`config.mk`:
```
export PLATFORM = sky130hd
export DESIGN_NAME = ipl_ctrl
export DESIGN_NICKNAME = d
export VERILOG_FILES = /design/src/rtl/interval_peak_load_macros.svh /design/src/rtl/ipl_pkg.sv /design/src/rtl/ipl_ctrl.sv
export SDC_FILE = /design/constraint.sdc
export NUM_CORES = 1
export LEC_CHECK = 0
export BUFFER_PORTS_ARGS = -buffer_cell sky130_fd_sc_hd__buf_2
export CORE_AREA = 2 2 39 41
export CTS_CLUSTER_SIZE = 20
export DETAILED_ROUTE_END_ITERATION = 8
export DIE_AREA = 0 0 41 43
export PLACE_DENSITY = 0.3
export SLEW_MARGIN = 20
export SYNTH_ARGS = -nofsm -noshare
export SYNTH_HDL_FRONTEND = slang
export SYNTH_SLANG_ARGS = --single-unit
```
`constraint.sdc`:
```
create_clock -name clk -period 1.5 [get_ports clk]
set_input_delay 0.075 -clock clk [delete_from_list [all_inputs] [get_ports clk]]
set_output_delay 0.075 -clock clk [all_outputs]
set_load 0.05 [all_outputs]
```
`src/rtl/interval_peak_load_macros.svh`:
```
// assertion macros shared by the interval peak load rtl
// expects clk and rst_n in the scope of each use
`ifndef INTERVAL_PEAK_LOAD_MACROS_SVH
`define INTERVAL_PEAK_LOAD_MACROS_SVH

// condition that holds at every clock edge out of reset
`define IPL_ASSERT(lbl, cond, msg) \
    lbl: assert property (@(posedge clk) disable iff (!rst_n) (cond)) else $error(msg);

// same-cycle implication
`define IPL_ASSERT_IMPL(lbl, ante, cons, msg) \
    lbl: assert property (@(posedge clk) disable iff (!rst_n) (ante) |-> (cons)) else $error(msg);

// next-cycle implication
`define IPL_ASSERT_NEXT(lbl, ante, cons, msg) \
    lbl: assert property (@(posedge clk) disable iff (!rst_n) (ante) |=> (cons)) else $error(msg);

`endif

```
`src/rtl/ipl_pkg.sv`:
```
// shared types and constants for the interval peak load block
// used by ipl_ctrl, ipl_dp and interval_peak_load; no dependencies
package ipl_pkg;

    localparam int SLOT_W   = 11;
    localparam int WEIGHT_W = 8;
    localparam int LOAD_W   = 16;
    localparam int IN_W     = 32;
    localparam logic [LOAD_W-1:0] LOAD_MAX = '1;

    typedef enum logic [1:0] {
        ST_IDLE,
        ST_WALK,
        ST_RESULT,
        ST_CLEAR
    } state_t;

    // controller to datapath
    typedef struct packed {
        logic load;
        logic walk_step;
        logic capture;
        logic clear_step;
    } cmd_t;

    // datapath to controller
    typedef struct packed {
        logic walk_done;
        logic clear_done;
        logic last;
        logic out_free;
    } status_t;

endpackage

```
`src/rtl/ipl_ctrl.sv`:
```
// controller for the interval peak load block: walk, result and clear sequencing
// depends on ipl_pkg
module ipl_ctrl (
    input  logic              clk,
    input  logic              rst_n,
    input  logic              in_valid,
    output logic              in_ready,
    input  ipl_pkg::status_t  status,
    output ipl_pkg::cmd_t     cmd
);

    ipl_pkg::state_t state_reg;
    ipl_pkg::state_t state_next;

    // state register, reset starts with a sweep of the slot store
    always_ff @(posedge clk or negedge rst_n)
    begin
        if (!rst_n)
        begin
            state_reg <= ipl_pkg::ST_CLEAR;
        end
        else
        begin
            state_reg <= state_next;
        end
    end

    // next state
    always_comb
    begin
        state_next = state_reg;
        unique case (state_reg)
            ipl_pkg::ST_IDLE:
            begin
                if (in_valid)
                begin
                    state_next = ipl_pkg::ST_WALK;
                end
            end
            ipl_pkg::ST_WALK:
            begin
                if (status.walk_done)
                begin
                    state_next = status.last ? ipl_pkg::ST_RESULT : ipl_pkg::ST_IDLE;
                end
            end
            ipl_pkg::ST_RESULT:
            begin
                if (status.out_free)
                begin
                    state_next = ipl_pkg::ST_CLEAR;
                end
            end
            ipl_pkg::ST_CLEAR:
            begin
                if (status.clear_done)
                begin
                    state_next = ipl_pkg::ST_IDLE;
                end
            end
            default:
            begin
                state_next = ipl_pkg::ST_IDLE;
            end
        endcase
    end

    // outputs
    always_comb
    begin
        in_ready = 1'b0;
        cmd      = '0;
        unique case (state_reg)
            ipl_pkg::ST_IDLE:
            begin
                in_ready = 1'b1;
                cmd.load = in_valid;
            end
            ipl_pkg::ST_WALK:
            begin
                cmd.walk_step = !status.walk_done;
            end
            ipl_pkg::ST_RESULT:
            begin
                cmd.capture = status.out_free;
            end
            ipl_pkg::ST_CLEAR:
            begin
                cmd.clear_step = 1'b1;
            end
            default:
            begin
                cmd = '0;
            end
        endcase
    end

endmodule

```
==> flow_summary.toml <==
[clocking]
htree_levels = 1
clkLatencyLatePin_ps = 220
cts_max_path_buffers = 2
clk_root_buffer_cell = "clkbuf_4"
cts_tree = "done"
post_cts_resize_count = 0
cts_inserted_buffers = 3
clkSlewWorstSetupHoldPaths_ps = 30
clock_sinks = 2

[global_route]
wire_length_of_the_first_global_routing_pass_um = 510
grt_pass1_vias = 129
grt_antenna_before_repair = 0
global_route.usage.total_pct = 5.126
globalRouteOverflowTotal = 0
grt_max_degree = 8

[drt]
route.detailed.vias_per_inst = 3.523
routedWlPerCell_um = 8.386
count_of_routing_violations_after_the_opening_detailed_route_iteration = 0
detailedRoute.firstPassIterationCount = 1
drc_violations_left = 0
ant_nets = 0
drt-total-wl_um = 369
via_count = 155

[die]
design.core.area_um2 = 1384
floorplan.die.width_um = 41
dieArea_um2 = 1763
die_y_um = 43
top_level_ports = 12
core.rowCount = 14
initial_utilization_pct = 9.222

[synthesis]
yosysWarningCount = 0
synth-compound-area-share_pct = 9.804
synth.ff_latch_count = 2
synthArstFlopShare_pct = 100.0
post_synth_instance_area_um2 = 127.6
post_synth_inst_count = 13
synth_xor_area_share_pct = 0
synth_flop_cell = "dfstp_2"
post_synth.cell_area_avg_um2 = 9.817
synth_common_cells = "a31oi_1, dfstp_2, inv_1, nor2_1"
netlist_top_cells_area = "dfstp_2, mux4_2, a31oi_1, and2_2, inv_1"
main_combinational_cell_family_by_area_after_synthesis = "simple AND/OR/NAND/NOR gates"
synth_top_area_share_pct = 41.18
yosysTopAreaCell = "dfstp_2"
share_of_the_yosys_chip_area_belonging_to_registers_pct = 41.18
synth_nets = 20
synth_edf_count = 0
synthMuxAreaShare_pct = 17.65
post_synth_and_or_nand_nor_area_fraction_pct = 25.49
post_synth_fa_ha_maj_area_fraction_pct = 0
yosys.cell_types.count = 9

[sta]
timing.fmax_ghz = 0.7611
finalHoldViolCount = 0
min_period_ps = 1314
max-slew-margin-rel_pct = 83.33
finalCritPeriodShare_pct = 87.59
worst_hold_slack_ps = 35.27
total_negative_setup_slacks_ps = 0
grt_setup_unrepaired = "false"
drv_slew = 0
timing.final.setup_violations = 0
actual_transition_at_the_worst_max_transition_pin_ps = 251.7
skew_ps = 0.9481

[job]
drv.max_cap_violation_count = 0

[critical_path]
startpoint_type = "register"
path_max_fanout = 7
critPathArrivalTime_ps = 1240
timing.critical_path.to_type = "primary output"
cp_data_required_time_ps = 1420
crit_type = "register to primary output"

[finish]
nNetsFinal = 37
area_growth_syn_to_layout_pct = 90.20
finalNonFillerCells = 44
n_antenna_cell = 0
layout_cells_sized_above_1_pct = 71.43

[outcome]
outcome = "finished, final reports clean"

[hold_path]
hold_class = "primary input to register"

[power]
p_leak_nw = 0.1230
irDropWorstVdd_mv = 0.4529
pwr_density_cell_nw_per_um2 = 2539

[placement]
global_placement_routability_congestion = 0.6525
io_buffers = 11
post-place-cells = 40
-- cell type report --
cell class                      count  area [µm²]
Clock buffer                        3       22.52
Fill cell                         158        1141
Inverter                            2       7.507
Multi-Input combinational cell      9       75.07
Sequential cell                     2       52.55
Tap cell                           16       20.02
Timing Repair Buffer               12       65.06
-- per-layer routing --
| metal | global-route usage, % | part of all wire (%) |
|---|---|---|
| met2 | 4.063 | 33 |
| met5 | 0 | 0 |
| met1 | 6.452 | 49 |
| met4 | 8.000 | 0 |
| met3 | 3.141 | 18 |
-- cell families (layout without fill, tap and decap cells) --
kind of cell,after synthesis,in the layout
mux,1,1
simple gates,6,6
compound gates,2,2
flops,2,2
buf+inv,2,17
-- power breakdown --
group,total (mW),switching [mW],internal [mW]
logic,0.335,0.229,0.106
registers,0.164,0.0593,0.105
clock network,0.117,0.0290,0.0881
-- worst max-delay path: stages, from the launching register on --
cell and delay [ps]:
dfstp_2 580, nor3b_2 160, buf_2 270
-- placed cells by master, fill, tap and decap left out --
cell / instances
dlygate4sd3_1: 1
and2_1: 1
nand2_1: 1
a31oi_1: 2
dfstp_2: 2
inv_1: 2
buf_2: 11
nor2_1: 1
and2_2: 1
nor3b_2: 1
mux4_2: 1
nor2_2: 1
clkbuf_4: 3
-- what timing repair did --
action                                 4_1_cts  5_1_grt
hold buffers                                 1        0
buffers inserted                             0        0
endpoints found under the hold margin        2        0
-- worst paths after layout --
check	endpoint	slack, ps	depth (start not counted)	start
worst min-delay path	register	40	2	status[2]
worst max-delay path	cmd[2]	190	2	state_reg[0]$_DFFE_PN1P_
worst min register to register	register	590	1	state_reg[0]$_DFFE_PN1P_
worst max register to register	state_reg[0]$_DFFE_PN1P_	300	1	register
min in group asynchronous	state_reg[0]$_DFFE_PN1P_	330	2	rst_n
max in group asynchronous	async pin	1150	2	rst_n
-- metrics by stage --
stage	area [µm²]	util (%)	setup WS [ps]	power, mW
floorplan	135.1	-	81.89	0.4234
global placement	210.2	15.19	316.1	0.5006
detailed placement	210.2	15.19	301.7	0.5000
CTS	242.7	17.54	171.2	0.6277
global route	242.7	17.54	132.6	0.6556
finish	242.7	17.54	186.2	0.6163
Note: power is estimated with default switching activity, not from simulation.
